--- src/rtl/core/ledgsdc_pkg.sv ---
// Shared types, codes and the microcode table of the LED driver loader.
// No dependencies; imported by the sequencer, the buffers, the top level and the checker.
package ledgsdc_pkg;

  // Request codes.
  localparam logic [2:0] REQ_SET_GS    = 3'd0;
  localparam logic [2:0] REQ_ALL_GS    = 3'd1;
  localparam logic [2:0] REQ_SET_DC    = 3'd2;
  localparam logic [2:0] REQ_ALL_DC    = 3'd3;
  localparam logic [2:0] REQ_SEND_DC   = 3'd4;
  localparam logic [2:0] REQ_GS_UPDATE = 3'd5;
  localparam logic [2:0] REQ_TICK      = 3'd6;

  // Pin action codes.
  localparam logic [2:0] ACT_BLANK_HIGH = 3'd0;
  localparam logic [2:0] ACT_BLANK_LOW  = 3'd1;
  localparam logic [2:0] ACT_LATCH      = 3'd2;
  localparam logic [2:0] ACT_SCLK       = 3'd3;
  localparam logic [2:0] ACT_SHIFT      = 3'd4;

  // Emit conditions of a microcode step.
  localparam logic [2:0] COND_NONE   = 3'd0;
  localparam logic [2:0] COND_ALWAYS = 3'd1;
  localparam logic [2:0] COND_LATCH  = 3'd2;
  localparam logic [2:0] COND_SCLK   = 3'd3;
  localparam logic [2:0] COND_ARMED  = 3'd4;

  // How the last flag of an emitted result is formed.
  localparam logic [1:0] LAST_NO        = 2'd0;
  localparam logic [1:0] LAST_YES       = 2'd1;
  localparam logic [1:0] LAST_NOT_ARMED = 2'd2;
  localparam logic [1:0] LAST_BUF_END   = 2'd3;

  // Side effects on the mode and flag registers.
  localparam logic [2:0] FX_NONE       = 3'd0;
  localparam logic [2:0] FX_SAVE_PROG  = 3'd1;
  localparam logic [2:0] FX_TICK_LATCH = 3'd2;
  localparam logic [2:0] FX_GS_DONE    = 3'd3;
  localparam logic [2:0] FX_DC_MODE    = 3'd4;

  // Microcode addresses.
  localparam logic [3:0] STEP_IDLE     = 4'd0;
  localparam logic [3:0] STEP_BLANK_HI = 4'd1;
  localparam logic [3:0] STEP_T_LATCH  = 4'd2;
  localparam logic [3:0] STEP_T_SCLK   = 4'd3;
  localparam logic [3:0] STEP_BLANK_LO = 4'd4;
  localparam logic [3:0] STEP_GS_SHIFT = 4'd5;
  localparam logic [3:0] STEP_DC_MODE  = 4'd6;
  localparam logic [3:0] STEP_DC_SHIFT = 4'd7;
  localparam logic [3:0] STEP_DC_LATCH = 4'd8;

  typedef struct packed {
    logic [2:0] cond;
    logic [2:0] act;
    logic [1:0] last_sel;
    logic [2:0] fx;
    logic       dc_buf;
    logic       loop;
    logic [3:0] next;
  } uop_t;

  // Sequencer to datapath control for the current step.
  typedef struct packed {
    logic       fire;
    logic       emit;
    logic       done;
    logic [2:0] act;
    logic       last;
    logic [2:0] fx;
    logic       dc_buf;
    logic [1:0] phase;
  } ctl_t;

  typedef struct packed {
    logic latch_pending;
    logic sclk_due;
    logic update_armed;
  } flags_t;

  function automatic uop_t ucode_rom(input logic [3:0] addr);
    uop_t u;
    u = '{cond: COND_NONE, act: ACT_BLANK_HIGH, last_sel: LAST_NO, fx: FX_NONE,
          dc_buf: 1'b0, loop: 1'b0, next: STEP_IDLE};
    unique case (addr)
      STEP_BLANK_HI: begin
        u.cond = COND_ALWAYS; u.act = ACT_BLANK_HIGH; u.fx = FX_SAVE_PROG;
        u.next = STEP_T_LATCH;
      end
      STEP_T_LATCH: begin
        u.cond = COND_LATCH; u.act = ACT_LATCH; u.fx = FX_TICK_LATCH;
        u.next = STEP_T_SCLK;
      end
      STEP_T_SCLK: begin
        u.cond = COND_SCLK; u.act = ACT_SCLK; u.next = STEP_BLANK_LO;
      end
      STEP_BLANK_LO: begin
        u.cond = COND_ALWAYS; u.act = ACT_BLANK_LOW; u.last_sel = LAST_NOT_ARMED;
        u.next = STEP_GS_SHIFT;
      end
      STEP_GS_SHIFT: begin
        u.cond = COND_ARMED; u.act = ACT_SHIFT; u.last_sel = LAST_BUF_END;
        u.fx = FX_GS_DONE; u.loop = 1'b1; u.next = STEP_IDLE;
      end
      STEP_DC_MODE: begin
        u.fx = FX_DC_MODE; u.next = STEP_DC_SHIFT;
      end
      STEP_DC_SHIFT: begin
        u.cond = COND_ALWAYS; u.act = ACT_SHIFT; u.dc_buf = 1'b1; u.loop = 1'b1;
        u.next = STEP_DC_LATCH;
      end
      STEP_DC_LATCH: begin
        u.cond = COND_ALWAYS; u.act = ACT_LATCH; u.last_sel = LAST_YES;
        u.next = STEP_IDLE;
      end
      default: begin
        u.next = STEP_IDLE;
      end
    endcase
    return u;
  endfunction

  // Entry point of the program for a request; writes and arm requests stay idle.
  function automatic logic [3:0] dispatch(input logic [2:0] req_type);
    logic [3:0] s;
    unique case (req_type)
      REQ_SEND_DC: s = STEP_DC_MODE;
      REQ_TICK:    s = STEP_BLANK_HI;
      default:     s = STEP_IDLE;
    endcase
    return s;
  endfunction

endpackage

--- src/rtl/core/ledgsdc_req_if.sv ---
// Request channel of the LED driver loader: valid/ready plus request fields.
// Stand-alone; widths follow the request format.
interface ledgsdc_req_if;
  logic        valid;
  logic        ready;
  logic [2:0]  req_type;
  logic [3:0]  channel;
  logic [11:0] value;

  modport source (output valid, output req_type, output channel, output value,
                  input ready);
  modport sink (input valid, input req_type, input channel, input value,
                output ready);
endinterface

--- src/rtl/core/ledgsdc_res_if.sv ---
// Result channel of the LED driver loader: valid/ready plus pin action fields.
// Stand-alone; widths follow the result format.
interface ledgsdc_res_if;
  logic       valid;
  logic       ready;
  logic [2:0] action;
  logic [7:0] shift_byte;
  logic       prog_mode_level;
  logic       dc_source_level;
  logic       last;

  modport source (output valid, output action, output shift_byte,
                  output prog_mode_level, output dc_source_level, output last,
                  input ready);
  modport sink (input valid, input action, input shift_byte,
                input prog_mode_level, input dc_source_level, input last,
                output ready);
endinterface

--- src/rtl/core/ledgsdc_seq.sv ---
// Microcoded sequencer: step counter, microcode table lookup and byte counter.
// Depends on ledgsdc_pkg for the table, codes and control structs.
module ledgsdc_seq #(
  parameter int NUM_DRIVERS = 1
) (
  input  logic                                  clk,
  input  logic                                  rst,
  input  logic                                  in_fire,
  input  logic [2:0]                            req_type,
  input  ledgsdc_pkg::flags_t                   flags,
  input  logic                                  out_free,
  output ledgsdc_pkg::ctl_t                     ctl,
  output logic [$clog2(8*NUM_DRIVERS)-1:0]      rd_word,
  output logic                                  busy
);
  import ledgsdc_pkg::*;

  localparam int GW = $clog2(8*NUM_DRIVERS);
  localparam logic [GW-1:0] GS_LAST = GW'(8*NUM_DRIVERS-1);
  localparam logic [GW-1:0] DC_LAST = GW'(4*NUM_DRIVERS-1);

  logic [3:0]    step, step_next;
  logic [GW-1:0] word, word_next;
  logic [1:0]    phase, phase_next;
  uop_t          uop;
  logic          cond_true;
  logic          buf_end;
  logic          done;
  logic          fire;
  logic          last;

  always_comb begin
    uop = ucode_rom(step);
    unique case (uop.cond)
      COND_ALWAYS: cond_true = 1'b1;
      COND_LATCH:  cond_true = flags.latch_pending;
      COND_SCLK:   cond_true = flags.sclk_due;
      COND_ARMED:  cond_true = flags.update_armed;
      default:     cond_true = 1'b0;
    endcase
    buf_end = (phase == 2'd2) && (word == (uop.dc_buf ? DC_LAST : GS_LAST));
    // A looping step that emits stays put until the last byte of its buffer.
    done = !(uop.loop && cond_true) || buf_end;
    fire = (step != STEP_IDLE) && !(cond_true && !out_free);
    unique case (uop.last_sel)
      LAST_NO:        last = 1'b0;
      LAST_YES:       last = 1'b1;
      LAST_NOT_ARMED: last = !flags.update_armed;
      default:        last = buf_end;
    endcase

    step_next  = step;
    word_next  = word;
    phase_next = phase;
    if (step == STEP_IDLE) begin
      if (in_fire) begin
        step_next = dispatch(req_type);
      end
    end else if (fire) begin
      if (done) begin
        step_next  = uop.next;
        word_next  = '0;
        phase_next = 2'd0;
      end else if (phase == 2'd2) begin
        phase_next = 2'd0;
        word_next  = word + GW'(1);
      end else begin
        phase_next = phase + 2'd1;
      end
    end
  end

  always_ff @(posedge clk) begin
    if (rst) begin
      step  <= STEP_IDLE;
      word  <= '0;
      phase <= 2'd0;
    end else begin
      step  <= step_next;
      word  <= word_next;
      phase <= phase_next;
    end
  end

  assign ctl = '{fire: fire, emit: cond_true, done: done, act: uop.act, last: last,
                 fx: uop.fx, dc_buf: uop.dc_buf, phase: phase};
  assign rd_word = word;
  assign busy    = (step != STEP_IDLE);

endmodule

--- src/rtl/core/ledgsdc_buf.sv ---
// Grayscale and dot-correction shift buffers, kept as 24-bit packed words.
// Depends on ledgsdc_pkg for request codes.
module ledgsdc_buf #(
  parameter int NUM_DRIVERS = 1
) (
  input  logic                              clk,
  input  logic                              rst,
  input  logic                              set_valid,
  input  logic [2:0]                        req_type,
  input  logic [3:0]                        channel,
  input  logic [11:0]                       value,
  input  logic                              rd_dc,
  input  logic [$clog2(8*NUM_DRIVERS)-1:0]  rd_word,
  input  logic [1:0]                        rd_phase,
  output logic [7:0]                        rd_byte
);
  import ledgsdc_pkg::*;

  localparam int GS_WORDS = 8*NUM_DRIVERS;
  localparam int DC_WORDS = 4*NUM_DRIVERS;
  localparam int GW = $clog2(GS_WORDS);
  localparam int DW = $clog2(DC_WORDS);
  localparam int CW = $clog2(16*NUM_DRIVERS);

  // Each GS word holds two channels and each DC word four, highest first,
  // so the three bytes of a word go out MSB first as the drivers expect.
  logic [23:0]   gs_word [GS_WORDS];
  logic [23:0]   dc_word [DC_WORDS];
  logic [CW-1:0] rc;
  logic [5:0]    dc_val;
  logic [23:0]   rd_data;

  assign rc     = CW'(16*NUM_DRIVERS-1) - CW'(channel);
  assign dc_val = value[5:0];

  always_ff @(posedge clk) begin
    if (rst) begin
      for (int i = 0; i < GS_WORDS; i++) begin
        gs_word[i] <= '0;
      end
      for (int i = 0; i < DC_WORDS; i++) begin
        dc_word[i] <= '0;
      end
    end else if (set_valid) begin
      unique case (req_type)
        REQ_SET_GS: begin
          if (rc[0]) begin
            gs_word[rc[CW-1:1]][11:0] <= value;
          end else begin
            gs_word[rc[CW-1:1]][23:12] <= value;
          end
        end
        REQ_ALL_GS: begin
          for (int i = 0; i < GS_WORDS; i++) begin
            gs_word[i] <= {value, value};
          end
        end
        REQ_SET_DC: begin
          unique case (rc[1:0])
            2'd0: dc_word[rc[CW-1:2]][23:18] <= dc_val;
            2'd1: dc_word[rc[CW-1:2]][17:12] <= dc_val;
            2'd2: dc_word[rc[CW-1:2]][11:6]  <= dc_val;
            default: dc_word[rc[CW-1:2]][5:0] <= dc_val;
          endcase
        end
        REQ_ALL_DC: begin
          for (int i = 0; i < DC_WORDS; i++) begin
            dc_word[i] <= {dc_val, dc_val, dc_val, dc_val};
          end
        end
        default: begin
        end
      endcase
    end
  end

  always_comb begin
    rd_data = rd_dc ? dc_word[rd_word[DW-1:0]] : gs_word[rd_word[GW-1:0]];
    unique case (rd_phase)
      2'd0:    rd_byte = rd_data[23:16];
      2'd1:    rd_byte = rd_data[15:8];
      2'd2:    rd_byte = rd_data[7:0];
      default: rd_byte = 8'd0;
    endcase
  end

endmodule

--- src/rtl/core/led_driver_gs_dc_loader.sv ---
// Top level of the LED driver loader: mode flags, output register and glue.
// Depends on ledgsdc_pkg, both channel interfaces, ledgsdc_seq and ledgsdc_buf.
//
// Usage: each request on req sets grayscale or dot-correction data, arms a
// grayscale update, sends the dot-correction data or runs one PWM tick. Each
// action on the driver pins comes out on res as one result; last marks the
// final result of a request. Set and arm requests give no result.
// req.ready is high only while the sequencer is idle, so one request is in
// work at a time. The microcode sequencer puts out at most one pin action
// per cycle while the output register can take it; the shift steps read
// one byte per cycle from the buffers under the same condition.
// Results pass through a single output register; while res.ready is low the
// register holds and the sequencer waits on its next emitting step, so no
// result is lost. The next request may be accepted while the final result
// of the previous one still waits in that register.
// Reset (rst, synchronous) clears both buffers and the flags, raises the
// programming-mode line and leaves the output register empty.
module led_driver_gs_dc_loader #(
  parameter int NUM_DRIVERS = 1
) (
  input  logic          clk,
  input  logic          rst,
  ledgsdc_req_if.sink   req,
  ledgsdc_res_if.source res
);
  import ledgsdc_pkg::*;

  localparam int GW = $clog2(8*NUM_DRIVERS);

  logic          in_fire;
  logic          busy;
  logic          out_free;
  ctl_t          ctl;
  flags_t        flags;
  logic [GW-1:0] rd_word;
  logic [7:0]    rd_byte;

  logic latch_pending, latch_pending_next;
  logic update_armed, update_armed_next;
  logic prog_mode, prog_mode_next;
  logic dc_source, dc_source_next;
  logic sclk_due, sclk_due_next;
  logic out_valid;

  assign req.ready = !busy;
  assign in_fire   = req.valid && req.ready;
  assign out_free  = !out_valid || res.ready;
  assign flags     = '{latch_pending: latch_pending, sclk_due: sclk_due,
                       update_armed: update_armed};

  ledgsdc_seq #(.NUM_DRIVERS(NUM_DRIVERS)) u_seq (
    .clk      (clk),
    .rst      (rst),
    .in_fire  (in_fire),
    .req_type (req.req_type),
    .flags    (flags),
    .out_free (out_free),
    .ctl      (ctl),
    .rd_word  (rd_word),
    .busy     (busy)
  );

  ledgsdc_buf #(.NUM_DRIVERS(NUM_DRIVERS)) u_buf (
    .clk       (clk),
    .rst       (rst),
    .set_valid (in_fire),
    .req_type  (req.req_type),
    .channel   (req.channel),
    .value     (req.value),
    .rd_dc     (ctl.dc_buf),
    .rd_word   (rd_word),
    .rd_phase  (ctl.phase),
    .rd_byte   (rd_byte)
  );

  always_comb begin
    latch_pending_next = latch_pending;
    update_armed_next  = update_armed;
    prog_mode_next     = prog_mode;
    dc_source_next     = dc_source;
    sclk_due_next      = sclk_due;
    if (in_fire && (req.req_type == REQ_GS_UPDATE)) begin
      update_armed_next = 1'b1;
    end
    if (ctl.fire) begin
      unique case (ctl.fx)
        FX_SAVE_PROG: sclk_due_next = prog_mode;
        FX_TICK_LATCH: begin
          prog_mode_next     = 1'b0;
          latch_pending_next = 1'b0;
        end
        FX_GS_DONE: begin
          // Only a tick that actually shifted grayscale data leaves a latch due.
          if (ctl.emit && ctl.done) begin
            latch_pending_next = 1'b1;
            update_armed_next  = 1'b0;
          end
        end
        FX_DC_MODE: begin
          prog_mode_next = 1'b1;
          dc_source_next = 1'b1;
        end
        default: begin
        end
      endcase
    end
  end

  always_ff @(posedge clk) begin
    if (rst) begin
      latch_pending <= 1'b0;
      update_armed  <= 1'b0;
      prog_mode     <= 1'b1;
      dc_source     <= 1'b0;
      sclk_due      <= 1'b0;
      out_valid     <= 1'b0;
    end else begin
      latch_pending <= latch_pending_next;
      update_armed  <= update_armed_next;
      prog_mode     <= prog_mode_next;
      dc_source     <= dc_source_next;
      sclk_due      <= sclk_due_next;
      if (ctl.fire && ctl.emit) begin
        out_valid <= 1'b1;
      end else if (res.ready) begin
        out_valid <= 1'b0;
      end
    end
  end

  // Result payload; the line levels reported are those after the action.
  always_ff @(posedge clk) begin
    if (ctl.fire && ctl.emit) begin
      res.action          <= ctl.act;
      res.shift_byte      <= (ctl.act == ACT_SHIFT) ? rd_byte : 8'd0;
      res.prog_mode_level <= prog_mode_next;
      res.dc_source_level <= dc_source_next;
      res.last            <= ctl.last;
    end
  end

  assign res.valid = out_valid;

endmodule

--- src/flat_wrapper.sv ---
// flat-port wrapper written by rule: the top's interface ports become plain ports
module led_driver_gs_dc_loader_flat import ledgsdc_pkg::*;
#(
  parameter int NUM_DRIVERS = 1
)
  (clk, rst, req_valid, req_req_type, req_channel, req_value, req_ready, res_valid, res_action, res_shift_byte, res_prog_mode_level, res_dc_source_level, res_last, res_ready);
  ledgsdc_req_if req_i ();
  ledgsdc_res_if res_i ();
  input  logic clk;
  input  logic rst;
  input wire logic [$bits(req_i.valid)-1:0] req_valid;
  input wire logic [$bits(req_i.req_type)-1:0] req_req_type;
  input wire logic [$bits(req_i.channel)-1:0] req_channel;
  input wire logic [$bits(req_i.value)-1:0] req_value;
  output wire logic [$bits(req_i.ready)-1:0] req_ready;
  output wire logic [$bits(res_i.valid)-1:0] res_valid;
  output wire logic [$bits(res_i.action)-1:0] res_action;
  output wire logic [$bits(res_i.shift_byte)-1:0] res_shift_byte;
  output wire logic [$bits(res_i.prog_mode_level)-1:0] res_prog_mode_level;
  output wire logic [$bits(res_i.dc_source_level)-1:0] res_dc_source_level;
  output wire logic [$bits(res_i.last)-1:0] res_last;
  input wire logic [$bits(res_i.ready)-1:0] res_ready;
  assign req_i.valid = req_valid;
  assign req_i.req_type = req_req_type;
  assign req_i.channel = req_channel;
  assign req_i.value = req_value;
  assign req_ready = req_i.ready;
  assign res_valid = res_i.valid;
  assign res_action = res_i.action;
  assign res_shift_byte = res_i.shift_byte;
  assign res_prog_mode_level = res_i.prog_mode_level;
  assign res_dc_source_level = res_i.dc_source_level;
  assign res_last = res_i.last;
  assign res_i.ready = res_ready;
  led_driver_gs_dc_loader #(.NUM_DRIVERS(NUM_DRIVERS)) u_core (.clk(clk), .rst(rst), .req(req_i), .res(res_i));
endmodule
--- config.mk ---
export PLATFORM = sky130hd
export DESIGN_NAME = led_driver_gs_dc_loader_flat
export DESIGN_NICKNAME = d
export VERILOG_FILES = /design/src/rtl/core/ledgsdc_pkg.sv /design/src/rtl/core/ledgsdc_req_if.sv /design/src/rtl/core/ledgsdc_res_if.sv /design/src/rtl/core/ledgsdc_seq.sv /design/src/rtl/core/ledgsdc_buf.sv /design/src/rtl/core/led_driver_gs_dc_loader.sv /design/src/flat_wrapper.sv
export SDC_FILE = /design/constraint.sdc
export NUM_CORES = 1
export LEC_CHECK = 0
export BUFFER_PORTS_ARGS = -buffer_cell sky130_fd_sc_hd__buf_4
export CORE_AREA = 2 2 175 177
export DETAILED_ROUTE_END_ITERATION = 10
export DIE_AREA = 0 0 177 179
export PLACE_DENSITY_LB_ADDON = 0.1
export SLEW_MARGIN = 20
export SYNTH_ARGS = -nofsm -noshare
export SYNTH_HDL_FRONTEND = slang
export SYNTH_SLANG_ARGS = --single-unit
--- constraint.sdc ---
create_clock -name clk -period 3.3 [get_ports clk]
set_input_delay 0 -clock clk [delete_from_list [all_inputs] [get_ports clk]]
set_output_delay 0 -clock clk [all_outputs]
set_load 0.02 [all_outputs]
==> reports/results.txt <==
Number of input and output port buffers inserted: 38. The cell with the largest stage delay on the worst path is a221oi_1. Clock tree synthesis found a total of 320 sinks.

In this run, the number of DRC markers left after iteration 0 of detailed routing was 902. Once detail routing completed, the nets flagged for antenna violations numbered 0. TritonCTS built the clock tree. The slew at the pin with the worst max-slew slack was 1.088 ns. The run gives 0 as the reported max-cap violation count. The logs give 0.1892 ns for the pre-CTS setup slack and 0 for the total count of hold-check failures in the final report. Routability-driven placement finished with a final weighted congestion of 0.8606. The number of global-route vias before repair is 8613, and the detailed-route vias per instance is 5.775. Across all layers, the routed design uses 8611 vias. The post-synthesis area per instance is 14.60 um^2, and the vertical extent of the die is 179 um.

The initialized floorplan defines 64 standard-cell rows. The run gives 0 as the remaining global-route overflow. For this block, the routed nets add up to 37.42 mm of wire. Along the worst path, the maximum fanout reaches 32. Total power for the finished layout comes to 9.567 mW.

The final worst-path cycle share came out at 96.78%. After the last flow step, the layout net total stands at 1094. The run gives 0 as the initial antenna violation count.

The number of nets handed over by synthesis was 1034. The worst setup path is launched from a flop. Net switching is 21.82% of the power. For this design the total switching power over the nets is 2.088 mW.

The signal on the critical path passes through buf_4 > mux4_2 > a22o_1 > a221oi_1 > o211ai_1. Across the whole layout, storage elements account for 9437 um^2. The highest ir drop seen on vdd is 287.9 uV. The logs give 49.6% for the proportion of power drawn by flip-flops and latches and 14740 um^2 for the total standard cell area after synthesis. The buffer depth of the longest clock path was 3. The most used flip-flop cell after synthesis was edfxtp_1. Headroom to the max-slew limit came out at 27.49%. TritonCTS created 36 clock buffers. For this design the ratio of total power to cell area is 567.3 nW/um^2. In the final routed layout, each cell accounts on average for 25.10 um. The internal portion of the total power is 7.479 mW.

The kind of capture point of the worst setup path was a flop. The run finished with clean final reports. The leakage component of the power was 6.047 nW; the relative contribution of the clock network to total power was 43.9%. For this run, the top clock speed supported by timing is 0.3131 GHz. Across the routed clock network, the largest skew measured is 0.01386 ns. The logs give 5 for the count of TritonRoute iterations in the first routing pass and 59 for the count of unique library cells instantiated by Yosys.

The floorplan step defined a core boundary enclosing 30030 um^2. The final worst slack was 0.1064 ns. The logs give 0.02507 ns for the worst hold slack and 0 for the number of antenna diodes. Setup violations remaining at the end of the flow were counted as 0. Summed over all failing endpoints, the final setup total negative slack is 0 ns. The worst path in the final design needs a cycle of 3.194 ns, including I/O delays and setup.

The share of synthesized area occupied by flip-flops and latches is 63.96%. The critical path is of the flop to flop type. The number of fill cells in the layout came out at 2429. The library cell used most frequently in the layout, excluding fill and tap cells, is edfxtp_1. The number of warnings printed during yosys synthesis is 0, and the placement-stage cell area is 15520 um^2.

The top-level port count came out at 39. For the instance count of the mapped netlist, the log shows 1010. For this run, design rule violations remaining after detail routing come to 0. At the worst endpoint, the required time is 3.50 ns. The first-pass GRT wire length is 55.82 mm. Clock transition at the register clock pins on the worst setup and hold paths after CTS: 0.06 ns. The top cell types in the final layout, fill and taps aside, are edfxtp_1 (302), and2_1 (245), buf_4 (88), mux4_2 (69), clkbuf_16 (37). The count of final max-slew check failures was 0. On the worst path, the slowest cell contributes a delay of 0.85 ns.

The fraction of registers with async set or reset after synthesis is 0%. The post-layout instance area is 16860 um^2. The worst hold path belongs to the class input port to flop. Relative to the synthesized area, the layout overhead comes to 14.39%. The die covers 31680 um^2.

Number of flops mapped to enable cells by yosys: 302. Clock tree root buffer cell: clkbuf_16. The die boundary width works out to 177 um. In this run the number of H-tree levels came out at 2.

Per report_power, the combinational group accounts for 6.5% of the total. The post-route netlist has 22.37% of its cells at a drive strength greater than 1. Setup repair after global routing left no endpoint under its margin.

Entering global routing, the biggest net connects 35 pins. The multi-input combinational cells in the finished layout cover a total of 4908 um^2. For the worst-skew pair, the clock arrives at the later sink with an insertion delay of 0.52 ns. The effective utilization at floorplan is 49.10%, and the number of flip-flops and latches in the synthesized netlist is 320.

The run gives 24.41% as the global-route usage over all layers. Data arrives at the worst endpoint at 3.40 ns. The run gives 24.80 mm as the total half-perimeter wirelength after legalization and detailed placement.
-- Yosys cell counts (2+ instances only) --
cell type	n	area share (%)
edfxtp_1	302	62
and2_1	245	10
mux4_2	69	11
o21ai_0	51	1.7
clkbuf_1	42	1.1
nand2_1	36	0.92
a21oi_1	27	0.92
nor2_1	27	0.69
nor2b_1	20	0.85
dfxtp_1	18	2.4
a22o_1	13	0.77
buf_4	13	0.66
mux2i_1	13	0.88
nor2_2	11	0.47
buf_2	10	0.34
nor2_4	9	0.69
inv_1	8	0.20
a221oi_1	7	0.42
nand2b_1	7	0.30
o211ai_1	7	0.36
nand3_1	6	0.20
buf_1	5	0.13
nand3b_1	5	0.25
nor3_1	4	0.14
a22oi_1	3	0.15
a31oi_1	3	0.13
buf_6	3	0.23
nor3b_1	3	0.15
and3_1	2	0.085
clkbuf_2	2	0.068
inv_2	2	0.051
nand3_2	2	0.14
o21a_1	2	0.10
o21ai_1	2	0.068
o221ai_1	2	0.12
o22ai_1	2	0.085
o31ai_1	2	0.10
o32ai_1	2	0.12
or2_2	2	0.085
or3_1	2	0.085
-- cells by family (layout without fill, tap and decap cells) --
kind of cell	Yosys count	count (layout)	share of synthesized area, %
xor+xnor	1	1	0.05942
mux	83	83	11.50
buf+inv	85	170	2.750
simple gates	390	390	16.17
flops	320	320	63.96
fa+ha+maj	1	1	0.08485
compound gates	130	130	5.483
-- path summary, 6_finish.rpt --
check	cells after the start	slack, ns	startpoint	to
worst min-delay path	4	0.03	req_req_type[0]	u_core.update_armed
worst min register to register	2	0.48	u_core.prog_mode	u_core.sclk_due
worst max-delay path	5	0.11	flop	u_core.res.shift_byte[6]
worst max register to register	5	0.11	flop	u_core.res.shift_byte[6]
-- cell type report --
type | count | area share (%)
Timing Repair Buffer | 97 | 4.451
Clock inverter | 21 | 1.706
Sequential cell | 320 | 55.95
Clock buffer | 42 | 5.601
Tap cell | 396 | 2.938
Inverter | 10 | 0.2448
Multi-Input combinational cell | 605 | 29.10
-- timing repair --
item,CTS,global route
resized for setup,0,1
setup buffers,0,3
endpoints found under the setup margin,0,1
hold buffers,9,0
endpoints found under the hold margin,80,0
-- power by group through the flow --
| stage | Combinational, mW | Sequential [mW] | Clock (mW) |
|---|---|---|---|
| after CTS | 0.613 | 4.75 | 4.26 |
| after global routing | 0.666 | 4.76 | 4.40 |
| final | 0.620 | 4.75 | 4.20 |
| after global placement | 0.598 | 4.83 | 0 |
| after floorplan | 0.343 | 4.81 | 0 |
| after detailed placement | 0.603 | 4.83 | 0 |
-- sequential cells by signal (all words and copies together) (netlist names), 2 cells and up, named ones only --
name / flops
u_core.u_seq.step: 4
u_core.u_seq.phase: 2
u_core.u_buf.gs_word: 192
u_core.res.shift_byte: 8
u_core.u_buf.dc_word: 96
u_core.res.action: 3
u_core.u_seq.rd_word: 3
-- metal layers --
layer / routed length [um] / part of all wire (%) / global-route usage, %
met1: 16470 / 44 / 35.05
met2: 17580 / 47 / 38.33
met3: 2290 / 6.1 / 4.050
met4: 1073 / 2.9 / 7.645
met5: 0 / 0 / 0
-- stage by stage --
step / utilization [%] / instances
after floorplan: - / 1010
after global placement: 51.67 / 1416
after detailed placement: 51.67 / 1416
after CTS: 56.07 / 1488
after global routing: 56.16 / 1491
final: 56.16 / 1491
-- worst max-delay path, delay by kind of cell, from the launching register on --
family | cells | cell delay (ns)
buf+inv | 1 | 0.47
flops | 1 | 0.74
mux | 1 | 0.42
compound gates | 3 | 1.24
Power figures use the tool's default switching activity.
